`src/rtl/rbsg_pkg.sv`:
```
`timescale 1ns / 1ps
// Shared types and codes for the rounded box span generator.
package rbsg_pkg;

  // Command carried on the input tuser bit
  typedef enum logic {
    CMD_START   = 1'b0,
    CMD_ADVANCE = 1'b1
  } cmd_t;

  // Span engine phase
  typedef enum logic [1:0] {
    PH_IDLE   = 2'd0,
    PH_CIRCLE = 2'd1,
    PH_BODY   = 2'd2
  } phase_t;

  // Classification travelling with each queued command
  typedef struct packed {
    cmd_t   cmd;
    phase_t phase;
  } ctrl_t;

  // Configuration register indexes
  localparam logic CFG_ORIGIN_X = 1'b0;
  localparam logic CFG_ORIGIN_Y = 1'b1;

  localparam int CTRL_W   = $bits(ctrl_t);
  localparam int COLOUR_W = 32;

endpackage

```
`src/rtl/rounded_box_span_generator_top.sv`:
```
`timescale 1ns / 1ps
// Top level of the rounded box span generator.
//
//  channel  | group                    | payload
//  ---------+--------------------------+-----------------------------------------------
//  command  | s_axis_t{valid,ready}    | tuser: command; tdata: box, radius, colour
//  span     | m_axis_t{valid,ready}    | tdata: x, y, length, colour; tlast: last_span
//  config   | cfg_write                | cfg_index selects origin_x / origin_y
//
// One command is taken per cycle and one span leaves per cycle at full flow.
// A command passes three front stages and the queue, then the span engine's
// output register; box setup (tenths and thirds by reciprocal multiply) sets
// the front-end depth.
// rst is synchronous and clears all valid flags, the queue, phase and origins.
// A stalled span output holds its register; the queue and front stages absorb
// further commands until they fill, then s_axis_tready drops.
module rounded_box_span_generator_top #(
  parameter int COORD_BITS  = 12,
  parameter int QUEUE_DEPTH = 4
) (
  input  logic                                          clk,
  input  logic                                          rst,
  input  logic                                          cfg_write,
  input  logic                                          cfg_index,
  input  logic [COORD_BITS-1:0]                         cfg_data,
  input  logic                                          s_axis_tvalid,
  output logic                                          s_axis_tready,
  // left_x, top_y, right_x, bottom_y, corner_radius, fill_colour (low bit up)
  input  logic [((5*COORD_BITS+31+7)/8)*8-1:0]          s_axis_tdata,
  // command
  input  logic                                          s_axis_tuser,
  output logic                                          m_axis_tvalid,
  input  logic                                          m_axis_tready,
  // span_x, span_y, span_length, span_colour (low bit up)
  output logic [((3*COORD_BITS+34+7)/8)*8-1:0]          m_axis_tdata,
  output logic                                          m_axis_tlast
);

  localparam int CW     = COORD_BITS;
  localparam int CLW    = rbsg_pkg::COLOUR_W;
  localparam int OUT_W  = ((3*CW+34+7)/8)*8;
  localparam int DATA_W = rbsg_pkg::CTRL_W + 5*CW + 34;

  // Front end to queue
  logic                    fe_valid, fe_ready;
  rbsg_pkg::ctrl_t         fe_ctrl;
  logic [CW-1:0]           fe_w;
  logic signed [CW:0]      fe_h;
  logic [CW-2:0]           fe_rad;
  logic [CW:0]             fe_bx, fe_by;
  logic [CLW-1:0]          fe_colour;

  rbsg_front #(
    .CW (CW)
  ) u_front (
    .clk        (clk),
    .rst        (rst),
    .cfg_write  (cfg_write),
    .cfg_index  (cfg_index),
    .cfg_data   (cfg_data),
    .in_valid   (s_axis_tvalid),
    .in_ready   (s_axis_tready),
    .in_cmd     (rbsg_pkg::cmd_t'(s_axis_tuser)),
    .in_left    (s_axis_tdata[0 +: CW]),
    .in_top     (s_axis_tdata[CW +: CW]),
    .in_right   (s_axis_tdata[2*CW +: CW]),
    .in_bottom  (s_axis_tdata[3*CW +: CW]),
    .in_radius  (s_axis_tdata[4*CW +: CW-1]),
    .in_colour  (s_axis_tdata[5*CW-1 +: CLW]),
    .out_valid  (fe_valid),
    .out_ready  (fe_ready),
    .out_ctrl   (fe_ctrl),
    .out_w      (fe_w),
    .out_h      (fe_h),
    .out_rad    (fe_rad),
    .out_base_x (fe_bx),
    .out_base_y (fe_by),
    .out_colour (fe_colour)
  );

  // Queue
  logic                    q_valid, q_ready;
  logic [DATA_W-1:0]       q_data;
  rbsg_pkg::ctrl_t         q_ctrl;
  logic [CW-1:0]           q_w;
  logic signed [CW:0]      q_h;
  logic [CW-2:0]           q_rad;
  logic [CW:0]             q_bx, q_by;
  logic [CLW-1:0]          q_colour;

  rbsg_fifo #(
    .DATA_W (DATA_W),
    .DEPTH  (QUEUE_DEPTH)
  ) u_fifo (
    .clk       (clk),
    .rst       (rst),
    .in_valid  (fe_valid),
    .in_ready  (fe_ready),
    .in_data   ({fe_ctrl, fe_w, fe_h, fe_rad, fe_bx, fe_by, fe_colour}),
    .out_valid (q_valid),
    .out_ready (q_ready),
    .out_data  (q_data)
  );

  assign {q_ctrl, q_w, q_h, q_rad, q_bx, q_by, q_colour} = q_data;

  // Span engine
  logic [CW:0]     sp_x, sp_y;
  logic [CW-1:0]   sp_len;
  logic [CLW-1:0]  sp_colour;

  rbsg_span_engine #(
    .CW (CW)
  ) u_engine (
    .clk        (clk),
    .rst        (rst),
    .in_valid   (q_valid),
    .in_ready   (q_ready),
    .in_ctrl    (q_ctrl),
    .in_w       (q_w),
    .in_h       (q_h),
    .in_rad     (q_rad),
    .in_base_x  (q_bx),
    .in_base_y  (q_by),
    .in_colour  (q_colour),
    .out_valid  (m_axis_tvalid),
    .out_ready  (m_axis_tready),
    .out_x      (sp_x),
    .out_y      (sp_y),
    .out_len    (sp_len),
    .out_colour (sp_colour),
    .out_last   (m_axis_tlast)
  );

  assign m_axis_tdata = OUT_W'({sp_colour, sp_len, sp_y, sp_x});

endmodule

```
`src/rtl/rbsg_front.sv`:
```
`timescale 1ns / 1ps
// Front end: accepts commands and works out box setup over three stages.
module rbsg_front #(
  parameter int CW = 12
) (
  input  logic                              clk,
  input  logic                              rst,
  input  logic                              cfg_write,
  input  logic                              cfg_index,
  input  logic [CW-1:0]                     cfg_data,
  input  logic                              in_valid,
  output logic                              in_ready,
  input  rbsg_pkg::cmd_t                    in_cmd,
  input  logic [CW-1:0]                     in_left,
  input  logic [CW-1:0]                     in_top,
  input  logic [CW-1:0]                     in_right,
  input  logic [CW-1:0]                     in_bottom,
  input  logic [CW-2:0]                     in_radius,
  input  logic [rbsg_pkg::COLOUR_W-1:0]     in_colour,
  output logic                              out_valid,
  input  logic                              out_ready,
  output rbsg_pkg::ctrl_t                   out_ctrl,
  output logic [CW-1:0]                     out_w,
  output logic signed [CW:0]                out_h,
  output logic [CW-2:0]                     out_rad,
  output logic [CW:0]                       out_base_x,
  output logic [CW:0]                       out_base_y,
  output logic [rbsg_pkg::COLOUR_W-1:0]     out_colour
);

  // Reciprocal constants for exact floor division of CW-bit values
  localparam int            K10 = CW + 4;
  localparam logic [CW:0]   M10 = (CW+1)'(((64'd1 << K10) + 64'd9) / 64'd10);
  localparam int            K3  = CW + 2;
  localparam logic [CW:0]   M3  = (CW+1)'(((64'd1 << K3) + 64'd2) / 64'd3);
  localparam int            PW  = 2 * CW + 1;

  // Origin registers
  logic [CW-1:0] origin_x, origin_y;

  always_ff @(posedge clk) begin
    if (rst) begin
      origin_x <= '0;
      origin_y <= '0;
    end else if (cfg_write) begin
      case (cfg_index)
        rbsg_pkg::CFG_ORIGIN_X: origin_x <= cfg_data;
        rbsg_pkg::CFG_ORIGIN_Y: origin_y <= cfg_data;
        default: ;
      endcase
    end
  end

  // Stage handshake: a stage loads when it is empty or its successor moves
  logic a_valid, b_valid, c_valid;
  logic a_ready, b_ready, c_ready;

  assign c_ready  = !c_valid || out_ready;
  assign b_ready  = !b_valid || c_ready;
  assign a_ready  = !a_valid || b_ready;
  assign in_ready = a_ready;

  // Stage A: captured transaction
  rbsg_pkg::cmd_t               a_cmd;
  logic [CW-1:0]                a_left, a_top, a_right, a_bottom;
  logic [CW-2:0]                a_radius;
  logic [rbsg_pkg::COLOUR_W-1:0] a_colour;

  always_ff @(posedge clk) begin
    if (rst) begin
      a_valid <= 1'b0;
    end else if (a_ready) begin
      a_valid <= in_valid;
    end
  end

  always_ff @(posedge clk) begin
    if (a_ready) begin
      a_cmd    <= in_cmd;
      a_left   <= in_left;
      a_top    <= in_top;
      a_right  <= in_right;
      a_bottom <= in_bottom;
      a_radius <= in_radius;
      a_colour <= in_colour;
    end
  end

  // Width clamp, height adjust and base position
  logic signed [CW:0] w_raw, h_raw, h_adj;
  logic [CW-1:0]      w_clamp;
  logic               h_small;
  logic [CW:0]        bx_sum, by_sum;

  assign w_raw   = $signed({1'b0, a_right}) - $signed({1'b0, a_left});
  assign w_clamp = w_raw[CW] ? '0 : w_raw[CW-1:0];
  assign h_raw   = $signed({1'b0, a_bottom}) - $signed({1'b0, a_top});
  assign h_small = h_raw[CW] || (h_raw[CW-1:1] == '0);
  assign bx_sum  = {1'b0, origin_x} + {1'b0, a_left};
  assign by_sum  = {1'b0, origin_y} + {1'b0, a_top};

  always_comb begin
    h_adj = h_raw;
    if (a_radius != '0) begin
      h_adj = h_small ? $signed((CW+1)'(1)) : h_raw - $signed((CW+1)'(1));
    end
  end

  // Stage B: width, height and base
  rbsg_pkg::cmd_t               b_cmd;
  logic [CW-1:0]                b_w;
  logic signed [CW:0]           b_h;
  logic [CW-2:0]                b_rad;
  logic [CW:0]                  b_base_x, b_base_y;
  logic [rbsg_pkg::COLOUR_W-1:0] b_colour;

  always_ff @(posedge clk) begin
    if (rst) begin
      b_valid <= 1'b0;
    end else if (b_ready) begin
      b_valid <= a_valid;
    end
  end

  always_ff @(posedge clk) begin
    if (b_ready) begin
      b_cmd    <= a_cmd;
      b_w      <= w_clamp;
      b_h      <= h_adj;
      b_rad    <= a_radius;
      b_base_x <= bx_sum;
      b_base_y <= by_sum;
      b_colour <= a_colour;
    end
  end

  // Tenths of width and height, and the oversize test
  logic [CW-1:0] b_hu;
  logic [PW-1:0] p_w10, p_h10;
  logic [CW-4:0] w_tenth, h_tenth;
  logic          replace;

  assign b_hu    = b_h[CW-1:0];
  assign p_w10   = PW'(b_w) * PW'(M10);
  assign p_h10   = PW'(b_hu) * PW'(M10);
  assign w_tenth = p_w10[PW-1:K10];
  assign h_tenth = p_h10[PW-1:K10];
  assign replace = (b_rad == (CW-1)'(1)) || (b_rad > b_w[CW-1:1]) || (b_rad > b_hu[CW-1:1]);

  // Stage C: candidates ready for the final radius choice
  rbsg_pkg::cmd_t               c_cmd;
  logic [CW-1:0]                c_w;
  logic signed [CW:0]           c_h;
  logic [CW-2:0]                c_rad;
  logic [CW-4:0]                c_a, c_c;
  logic                         c_replace;
  logic [CW:0]                  c_base_x, c_base_y;
  logic [rbsg_pkg::COLOUR_W-1:0] c_colour;

  always_ff @(posedge clk) begin
    if (rst) begin
      c_valid <= 1'b0;
    end else if (c_ready) begin
      c_valid <= b_valid;
    end
  end

  always_ff @(posedge clk) begin
    if (c_ready) begin
      c_cmd     <= b_cmd;
      c_w       <= b_w;
      c_h       <= b_h;
      c_rad     <= b_rad;
      c_a       <= w_tenth;
      c_c       <= h_tenth;
      c_replace <= replace;
      c_base_x  <= b_base_x;
      c_base_y  <= b_base_y;
      c_colour  <= b_colour;
    end
  end

  // Pick the larger tenth, cap it at a third of the other side
  logic          sel_w;
  logic [CW-1:0] num;
  logic [PW-1:0] p_3;
  logic [CW-2:0] third, cand, rad_x, rad_final;

  assign sel_w     = c_a > c_c;
  assign num       = sel_w ? c_h[CW-1:0] : c_w;
  assign p_3       = PW'(num) * PW'(M3);
  assign third     = p_3[PW-1:K3];
  assign cand      = sel_w ? (CW-1)'(c_a) : (CW-1)'(c_c);
  assign rad_x     = (cand > third) ? third : cand;
  assign rad_final = (c_rad == '0) ? '0 : (c_replace ? rad_x : c_rad);

  // Classify and hand over to the queue
  always_comb begin
    out_ctrl.cmd = c_cmd;
    if (c_rad != '0) begin
      out_ctrl.phase = rbsg_pkg::PH_CIRCLE;
    end else if (!c_h[CW] && (c_h != '0)) begin
      out_ctrl.phase = rbsg_pkg::PH_BODY;
    end else begin
      out_ctrl.phase = rbsg_pkg::PH_IDLE;
    end
  end

  assign out_valid  = c_valid;
  assign out_w      = c_w;
  assign out_h      = c_h;
  assign out_rad    = rad_final;
  assign out_base_x = c_base_x;
  assign out_base_y = c_base_y;
  assign out_colour = c_colour;

endmodule

```
`src/rtl/rbsg_fifo.sv`:
```
`timescale 1ns / 1ps
// Short first-word-fall-through queue between front end and span engine.
module rbsg_fifo #(
  parameter int DATA_W = 8,
  parameter int DEPTH  = 4
) (
  input  logic              clk,
  input  logic              rst,
  input  logic              in_valid,
  output logic              in_ready,
  input  logic [DATA_W-1:0] in_data,
  output logic              out_valid,
  input  logic              out_ready,
  output logic [DATA_W-1:0] out_data
);

  // DEPTH must be a power of two so the pointers wrap on their own; the block itself does not enforce it
  localparam int AW    = $clog2(DEPTH);
  localparam int CNT_W = $clog2(DEPTH + 1);

  logic [DATA_W-1:0] entries [DEPTH];
  logic [AW-1:0]     wr_ptr, rd_ptr;
  logic [CNT_W-1:0]  count;
  logic              push, pop;

  assign in_ready  = (count != CNT_W'(DEPTH));
  assign out_valid = (count != '0);
  assign push      = in_valid && in_ready;
  assign pop       = out_valid && out_ready;
  assign out_data  = entries[rd_ptr];

  // Store on push
  always_ff @(posedge clk) begin
    if (push) begin
      entries[wr_ptr] <= in_data;
    end
  end

  // Advance pointers and occupancy
  always_ff @(posedge clk) begin
    if (rst) begin
      wr_ptr <= '0;
      rd_ptr <= '0;
      count  <= '0;
    end else begin
      if (push) begin
        wr_ptr <= wr_ptr + AW'(1);
      end
      if (pop) begin
        rd_ptr <= rd_ptr + AW'(1);
      end
      if (push && !pop) begin
        count <= count + CNT_W'(1);
      end else if (pop && !push) begin
        count <= count - CNT_W'(1);
      end
    end
  end

`ifndef SYNTHESIS
  a_count_bound: assert property (@(posedge clk) disable iff (rst)
    count <= CNT_W'(DEPTH))
    else $error("queue occupancy beyond depth");

  a_count_push: assert property (@(posedge clk) disable iff (rst)
    (push && !pop) |=> (count == $past(count) + CNT_W'(1)))
    else $error("queue occupancy did not follow a push");
`endif

endmodule

```
`src/rtl/rbsg_span_engine.sv`:
```
`timescale 1ns / 1ps
// Back end: walks the corner circle and body rows, one span per advance while a box is active.
module rbsg_span_engine #(
  parameter int CW = 12
) (
  input  logic                          clk,
  input  logic                          rst,
  input  logic                          in_valid,
  output logic                          in_ready,
  input  rbsg_pkg::ctrl_t               in_ctrl,
  input  logic [CW-1:0]                 in_w,
  input  logic signed [CW:0]            in_h,
  input  logic [CW-2:0]                 in_rad,
  input  logic [CW:0]                   in_base_x,
  input  logic [CW:0]                   in_base_y,
  input  logic [rbsg_pkg::COLOUR_W-1:0] in_colour,
  output logic                          out_valid,
  input  logic                          out_ready,
  output logic [CW:0]                   out_x,
  output logic [CW:0]                   out_y,
  output logic [CW-1:0]                 out_len,
  output logic [rbsg_pkg::COLOUR_W-1:0] out_colour,
  output logic                          out_last
);

  localparam int SW = CW + 2;
  localparam int LW = CW + 3;

  // Box state
  rbsg_pkg::phase_t             phase, phase_next;
  logic [1:0]                   quarter, quarter_next;
  logic signed [CW:0]           step_x, step_x_next;
  logic signed [CW:0]           step_y, step_y_next;
  logic signed [SW-1:0]         decision, decision_next;
  logic signed [CW:0]           body_row, body_row_next;
  logic [CW-2:0]                rad_used;
  logic [CW-1:0]                box_w;
  logic signed [CW:0]           box_h;
  logic [CW:0]                  base_x, base_y;
  logic [rbsg_pkg::COLOUR_W-1:0] colour;

  logic pop, is_start, emit;

  assign is_start = (in_ctrl.cmd == rbsg_pkg::CMD_START);
  assign in_ready = is_start || (phase == rbsg_pkg::PH_IDLE) || !out_valid || out_ready;
  assign pop      = in_valid && in_ready;
  assign emit     = pop && !is_start && (phase != rbsg_pkg::PH_IDLE);

  // Span for the current position
  logic signed [SW-1:0] rad_s, h_s, rx, ry, dx, dy, r_sel;
  logic signed [LW-1:0] len_s;
  logic [CW:0]          span_x, span_y;
  logic [CW-1:0]        span_len;

  assign rad_s = $signed(SW'(rad_used));
  assign h_s   = SW'(box_h);
  assign rx    = rad_s - SW'(step_x);
  assign ry    = rad_s - SW'(step_y);

  always_comb begin
    dx    = '0;
    dy    = SW'(body_row);
    r_sel = '0;
    if (phase == rbsg_pkg::PH_CIRCLE) begin
      case (quarter)
        2'd0: begin
          dx = rx; dy = h_s - ry; r_sel = rx;
        end
        2'd1: begin
          dx = rx; dy = ry; r_sel = rx;
        end
        2'd2: begin
          dx = ry; dy = rx; r_sel = ry;
        end
        default: begin
          dx = ry; dy = h_s - rx; r_sel = ry;
        end
      endcase
    end
  end

  assign len_s    = $signed(LW'(box_w)) - (LW'(r_sel) <<< 1);
  assign span_len = len_s[LW-1] ? '0 : len_s[CW-1:0];
  assign span_x   = base_x + dx[CW:0];
  assign span_y   = base_y + dy[CW:0];

  // Midpoint step candidates
  logic signed [CW:0]   sx_inc, sy_dec;
  logic signed [SW-1:0] d_inside, d_outside;

  assign sx_inc    = step_x + $signed((CW+1)'(1));
  assign sy_dec    = step_y - $signed((CW+1)'(1));
  assign d_inside  = decision + (SW'(sx_inc) <<< 1) - $signed(SW'(1));
  assign d_outside = decision + ((SW'(sx_inc) - SW'(step_y)) <<< 1);

  // Next state
  always_comb begin
    phase_next    = phase;
    quarter_next  = quarter;
    step_x_next   = step_x;
    step_y_next   = step_y;
    decision_next = decision;
    body_row_next = body_row;
    if (pop) begin
      if (is_start) begin
        phase_next    = in_ctrl.phase;
        quarter_next  = '0;
        step_x_next   = '0;
        step_y_next   = $signed((CW+1)'(in_rad));
        decision_next = $signed(SW'(1)) - $signed(SW'(in_rad));
        body_row_next = '0;
      end else begin
        case (phase)
          rbsg_pkg::PH_CIRCLE: begin
            quarter_next = quarter + 2'd1;
            if (quarter == 2'd3) begin
              step_x_next = sx_inc;
              if (decision[SW-1]) begin
                decision_next = d_inside;
              end else begin
                decision_next = d_outside;
                step_y_next   = sy_dec;
              end
              if (sx_inc > (decision[SW-1] ? step_y : sy_dec)) begin
                body_row_next = $signed((CW+1)'(rad_used));
                phase_next    = (rad_s < h_s - rad_s) ? rbsg_pkg::PH_BODY : rbsg_pkg::PH_IDLE;
              end
            end
          end
          rbsg_pkg::PH_BODY: begin
            body_row_next = body_row + $signed((CW+1)'(1));
            if (SW'(body_row_next) >= h_s - rad_s) begin
              phase_next = rbsg_pkg::PH_IDLE;
            end
          end
          default: ;
        endcase
      end
    end
  end

  // Control registers
  always_ff @(posedge clk) begin
    if (rst) begin
      phase   <= rbsg_pkg::PH_IDLE;
      quarter <= '0;
    end else begin
      phase   <= phase_next;
      quarter <= quarter_next;
    end
  end

  // Walk registers and box latch
  always_ff @(posedge clk) begin
    step_x   <= step_x_next;
    step_y   <= step_y_next;
    decision <= decision_next;
    body_row <= body_row_next;
    if (pop && is_start) begin
      rad_used <= in_rad;
      box_w    <= in_w;
      box_h    <= in_h;
      base_x   <= in_base_x;
      base_y   <= in_base_y;
      colour   <= in_colour;
    end
  end

  // Output register: load a span, drop it once taken
  logic last_next;
  assign last_next = (phase_next == rbsg_pkg::PH_IDLE);

  always_ff @(posedge clk) begin
    if (rst) begin
      out_valid <= 1'b0;
    end else if (emit) begin
      out_valid <= 1'b1;
    end else if (out_ready) begin
      out_valid <= 1'b0;
    end
  end

  always_ff @(posedge clk) begin
    if (emit) begin
      out_x      <= span_x;
      out_y      <= span_y;
      out_len    <= span_len;
      out_colour <= colour;
      out_last   <= last_next;
    end
  end

`ifndef SYNTHESIS
  a_quarter_rest: assert property (@(posedge clk) disable iff (rst)
    (phase != rbsg_pkg::PH_CIRCLE) |-> (quarter == '0))
    else $error("quarter index moved outside the circle phase");

  a_body_bound: assert property (@(posedge clk) disable iff (rst)
    (phase == rbsg_pkg::PH_BODY) |-> (SW'(body_row) < h_s - rad_s))
    else $error("body row past the end of the box");

  a_last_idle: assert property (@(posedge clk) disable iff (rst)
    (emit && last_next) |=> (phase == rbsg_pkg::PH_IDLE))
    else $error("final span issued while the box is still active");
`endif

endmodule

```
`config.mk`:
```
export PLATFORM = sky130hd
export DESIGN_NAME = rounded_box_span_generator_top
export DESIGN_NICKNAME = d
export VERILOG_FILES = /design/src/rtl/rbsg_pkg.sv /design/src/rtl/rounded_box_span_generator_top.sv /design/src/rtl/rbsg_front.sv /design/src/rtl/rbsg_fifo.sv /design/src/rtl/rbsg_span_engine.sv
export SDC_FILE = /design/constraint.sdc
export NUM_CORES = 2
export LEC_CHECK = 0
export BUFFER_PORTS_ARGS = -buffer_cell sky130_fd_sc_hd__buf_4
export CAP_MARGIN = 20
export CORE_MARGIN = 2
export CORE_UTILIZATION = 40
export DETAILED_ROUTE_END_ITERATION = 12
export PLACE_DENSITY = 0.56
export RECOVER_POWER = 100
export SLEW_MARGIN = 20
export SYNTH_ARGS = -nofsm -noshare
export SYNTH_HDL_FRONTEND = slang
export SYNTH_SLANG_ARGS = --single-unit
```
`constraint.sdc`:
```
create_clock -name clk -period 11.01 [get_ports clk]
set_clock_uncertainty 0.05 [all_clocks]
set_input_delay 0.5505 -clock clk [delete_from_list [all_inputs] [get_ports clk]]
set_output_delay 0.5505 -clock clk [all_outputs]
set_load 0.02 [all_outputs]
```
After elaboration in Yosys (flattened, before gate mapping) --
Memory sizes are Yosys's and may differ from the RTL's. A register that Yosys moved wholly into a read port is not among the register bits. Cells that the tools add are included.
Operators by class: multipliers 3, multiplexer cells 43, equal/unequal tests 12, reduce and logical (&&, ||, !) cells 42, add/sub/neg operators 26, bitwise logic cells 2, magnitude comparators 7
Operators by type and width (number):
- $mux 13 | 10
- $mux 14 | 6
- $mul 12x12->24 const B | 3
- $mux 11 | 4
- $pmux 13 s3 | 1
- $sub 13x13->13 | 3
- $gt 11x11->1 | 3
- $add 14x14->14 | 2
- $sub 12x13->14 | 2
- $add 12x12->13 | 2
- $add 13x13->13 | 2
- $add 13x2->13 const B | 2
- $pmux 13 s2 | 1
- $sub 12x12->13 | 2
- $sub 13x2->13 const B | 2
- $mux 2 | 12
- $logic_not 11->1 | 2
- $reduce_bool 11->1 | 2
- $sub 13x15->15 | 1
- $ge 13x14->1 | 1
- $lt 12x14->1 | 1
- $sub 13x12->14 | 1
- $sub 14x2->14 const B | 1
- $gt 13x13->1 | 1
- 28 further kinds | 68
Storage, ports and cells: output and inout bits 75, word-level logic and storage cells 187, memory bits (writable) 388, memories kept 1, input bits 115, flip-flop bits (word level) 558
Memory list:
- u_fifo.entries | depth 4, bits a word 97, rd ports 1, clocked after Yosys merged registers in 1, write ports 1, RTL line rbsg_fifo.sv:21 | logic [DATA_W-1:0] entries [DEPTH];

Depth between registers and ports, before layout --
depth in word-level cells 9, depth in mapped cells 36

By module --
From an unflattened synthesis, not the netlist that was laid out.
Unflattened totals: cells, all modules 3754, area total of the unflattened synthesis 50838.8 um^2
Modules (own cells, without submodules):
- rbsg_front | sequential area each 9579.2 um^2, instances 1, cells each 1698, area an instance 21043.9 um^2
- rbsg_span_engine | sequential area each 6646.4 um^2, instances 1, cells each 1498, area an instance 15320.9 um^2
- rbsg_fifo | sequential area each 11831.3 um^2, instances 1, cells each 555, area an instance 14455.1 um^2
- rounded_box_span_generator_top | sequential area each 0.0 um^2, instances 1, cells each 3, area an instance 18.8 um^2

Worst setup path before layout --
No wires, ideal clock.
path kind reg-to-reg, start point register u_front.c_a[7], end point memory u_fifo.entries[0][58] (netlist bit) (data pin), data required time 10.734 ns, path slack 2.220 ns, buffers on the path 3, data arrival time 8.514 ns, setup time 0.226 ns, stages on the path, launching flop included 36, path through edfxtp_1 ha_1 nand4_1 nor3_1 a211oi_2 nor2_1 clkbuf_1 buf_1 mux2_1 ha_1 fa_1 inv_1 fa_1 inv_1 fa_1 inv_1 fa_1 inv_1 ha_1 o21a_1 o211ai_1 o21ai_0 a311o_1 a21oi_1 o21ba_1 xnor2_1 ha_1 nor2b_1 o21ai_0 o21ai_0 o211ai_1 a21oi_1 nand4b_1 clkbuf_1 nor2_1 o32ai_1
Between the ends: cells in the longest elaborated chain, start to end 7
Ends and longest elaborated chain:
- from (decl) | RTL line rbsg_front.sv:155 | logic [CW-4:0] c_a, c_c;
- from (signal assigned) | RTL line rbsg_front.sv:174 | c_a <= w_tenth;
- $gt 9x9->1 | RTL line rbsg_front.sv:189 | assign sel_w = c_a > c_c;
- $mux 12 | RTL line rbsg_front.sv:190 | assign num = sel_w ? c_h[CW-1:0] : c_w;
- $mul 12x12->24 | RTL line rbsg_front.sv:191 | assign p_3 = PW'(num) * PW'(M3);
- $gt 11x11->1 | RTL line rbsg_front.sv:194 | assign rad_x = (cand > third) ? third : cand;
- $mux 11 (*) | RTL line rbsg_front.sv:194
- $mux 11 (*) (2 in series) | RTL line rbsg_front.sv:195 | assign rad_final = (c_rad == '0) ? '0 : (c_replace ? rad_x : c_rad);
- named net fe_rad[0] | RTL line rounded_box_span_generator_top.sv:49 | logic [CW-2:0] fe_rad;
- to (decl) | RTL line rbsg_fifo.sv:21
The timed path passes the listed nets; every way through them passes the cells marked *.

Final worst setup path --
start point register u_front.c_a[4], end point memory u_fifo.entries[1][58] (netlist bit) (data pin)
Same word-level chain as after synthesis.

==> impl_metrics.py <==
metrics = {
    "outcome": {
        "status": "complete, but fails checks",
        "violations": "max-capacitance violations, max-slew violations",
    },
    "critical_path": {
        "cp_max_fo": 17,
        "startpoint": "u_front.c_a[4]",
        "critPathTopFamily": "adder cells",
        "cp_num_buf_inv": 5,
        "regToRegEndpoint": "u_fifo.entries[1][58]",
        "arrival_ns": 10.40,
        "cp_data_required_time_ns": 11.42,
        "rr_worst_depth": 32,
        "worstSetupEndpointType": "register",
        "worst_r2r_startpoint": "u_front.c_a[4]",
        "critical_path.slowest_cell": "nor2_1",
        "start_kind": "register",
        "critPathMaxStageDelay_ns": 0.73,
        "critPathKind": "reg2reg",
        "r2r_slack_ns": 1.02,
    },
    "min_path": {
        "hold_depth": 3,
        "min_from": "cfg_data[9]",
        "hold_class": "in2reg",
        "whs_endpoint": "u_front.origin_y[9]",
    },
    "finish": {
        "layout.nets": 4855,
        "num_antenna_cells": 0,
        "nFillCells": 11300,
        "stdcell_count": 5825,
        "area_growth_pct": 14.7,
        "drive_gt1_frac": 0.0915,
    },
    "clock_tree": {
        "htree_num_levels": 3,
        "numCtsBuffers": 104,
        "cts_sinks": 948,
        "cts_tree": "built",
        "cts.reportedPaths.clkPinSlew_ns": 0.06,
        "post_cts.repair.setup_buffers": 0,
        "clock_latency_ns": 0.74,
        "post_cts_resized": 0,
        "holdBufCountCts": 100,
        "cts-root-buf": "clkbuf_16",
        "cts_buffer_depth": 3,
    },
    "logic_synthesis": {
        "async_flop_share": 0,
        "synth_edf_count": 907,
        "synth_warnings": 0,
        "synth_cell_types": 85,
        "syn-cell-area_sq_um": 50600,
        "ys.flop_type": "edfxtp_1",
        "synth_seq_cells": 948,
        "netlist_instances": 3740,
        "syn_area_per_cell_sq_um": 13.5,
        "seq_area_frac_synth": 0.554,
    },
    "floorplanning": {
        "ios": 190,
        "die_h_um": 360,
        "core-area_sq_um": 126000,
        "die_x_um": 360,
        "initial_core_util": 0.403,
        "die-area_sq_um": 129000,
        "num_rows": 130,
    },
    "drt": {
        "drtAntennaViolNets": 0,
        "via_per_inst": 5.14,
        "drc": 0,
        "drt_iter0_drc": 1800,
        "met3_length_mm": 5.34,
        "m1WireLength_mm": 54.0,
        "postRouteWirelength_mm": 118,
        "vias": 29900,
        "highest_layer": "met5",
        "met2WireLength_mm": 55.6,
        "wl_per_cell_um": 20.3,
        "drt_pre_antenna_iters": 5,
    },
    "timing": {
        "fmax_mhz": 100,
        "grt_setup_unrepaired": "false",
        "setup_slack_ns": 1.02,
        "setup_viol": 0,
        "max_slew_margin": -1.63,
        "maxSlewViolCount": 1102,
        "fin_crit_ns": 9.99,
        "hold_viol": 0,
        "layout_worst_path_cycle_share": 0.907,
        "tightest_slew_ns": 3.95,
        "fin_tns_setup_ns": 0,
    },
    "global_routing": {
        "grt_pass1_vias": 31100,
        "grt_antenna_before_repair": 6,
        "grt_max_degree": 68,
        "grt_overflow": 0,
        "grt_util_all_layers": 0.185,
        "grt_pass1_wl_mm": 183,
    },
    "job": {
        "drv_cap": 26,
    },
    "placement": {
        "numPlacedInstances": 5532,
        "gp_congestion": 0.897,
        "dp_hpwl_mm": 86.5,
        "port-buffer-count": 182,
        "post-place-ws_ns": 1.35,
    },
}
==> cell usage after synthesis (6+ instances only) <==
master,count,area (sq um)
a211oi_1,18,135
nor2_1,214,803
o21ai_0,83,415
a31oi_1,16,100
o21bai_1,20,150
nor3_1,72,360
mux2_1,13,146
xor2_1,59,517
nand4_1,27,169
or2_2,9,56.3
a21o_1,50,375
ha_1,523,6540
nand2b_1,23,144
nor4_1,19,119
edfxtp_1,907,27200
a211o_1,7,61.3
o31ai_1,8,60.1
or3_1,8,50.1
o41ai_1,12,105
inv_1,395,1480
nor2b_1,58,363
o21a_1,35,263
and2_1,19,119
dfxtp_1,41,821
clkbuf_1,42,158
fa_1,129,2580
a21boi_1,18,135
mux2i_1,25,250
o211ai_1,19,143
o21ai_1,63,315
and3_1,20,125
a21oi_1,179,896
nand2_1,198,743
mux4_2,91,2050
a221oi_1,6,52.6
buf_1,17,63.8
xnor2_1,145,1270
nand3_1,47,235
buf_2,6,30.0
==> how the worst max path moves through the flow <==
stage | to | slack (ns) | cells past startpoint
final | u_fifo.entries[1][58] | 1.02 | 32
after global placement | u_fifo.entries[1][58] | 1.30 | 32
after CTS | u_fifo.entries[1][58] | 1.38 | 32
after floorplan | u_fifo.entries[0][58] | 2.22 | 35
after global routing | u_fifo.entries[3][62] | 0.33 | 32
after detailed placement | u_fifo.entries[1][58] | 1.35 | 32
==> cell type report <==
class | count | area, sq um | share of cell area
Multi-Input combinational cell | 2324 | 20800 | 0.358
Clock buffer | 125 | 2740 | 0.0472
Tap cell | 1650 | 2060 | 0.0356
Inverter | 401 | 1510 | 0.0260
Clock inverter | 68 | 704 | 0.0121
Sequential cell | 948 | 28100 | 0.483
Timing Repair Buffer | 309 | 2220 | 0.0382
==> metal layers <==
metal  vias to the layer above  GRT usage
met1                     14800      0.250
li1                      14500          -
met5                         -          0
met3                       151     0.0283
met2                       554      0.307
met4                         2     0.0579
==> sequential cells by signal, indices dropped and copies added, names as in the netlist, 14 cells and up, named ones only <==
register,flops
u_engine.decision,14
u_front.out_colour,32
u_fifo.entries,388
u_front.b_colour,32
u_engine.out_colour,32
u_front.a_colour,32
u_engine.colour,32
==> cell families after synthesis <==
family	synth area share
multiplexers	0.0520
XOR/XNOR	0.0357
flip-flops	0.554
adder cells (fa/ha/maj)	0.180
AND/OR/NAND/NOR	0.0690
buffers and inverters	0.0352
AO/OA/AOI/OAI	0.0733
other	0.0000741
==> tightest hold or removal path, stage by stage <==
cell and delay, ns:
buf_4 0.13, nand2_1 0.05, a21oi_1 0.05
==> placed cells by master, fill, tap and decap left out, types with 50 or more instances in the layout <==
cell type	n
xor2_1	59
a21oi_1	179
inv_1	395
a21o_1	50
xnor2_1	145
dlygate4sd3_1	100
o21ai_0	110
clkbuf_16	105
nand2_1	198
nor2b_1	58
clkbuf_1	113
mux4_2	91
clkbuf_4	91
edfxtp_1	907
fa_1	129
nor2_1	213
ha_1	523
nor3_1	72
==> through the flow <==
| step | hold WS [ns] | cell area, sq um | utilization |
|---|---|---|---|
| after floorplan | 0.350 | 50600 | - |
| after CTS | 0.00366 | 58500 | 0.466 |
| after global routing | 0.0552 | 58100 | 0.462 |
| after detailed placement | 0.355 | 54100 | 0.431 |
| after global placement | 0.351 | 54100 | 0.431 |
| final | 0.0677 | 58100 | 0.462 |
Power is not shown: default switching activity piles up to over one toggle a cycle in this logic, so the estimate is an artifact.
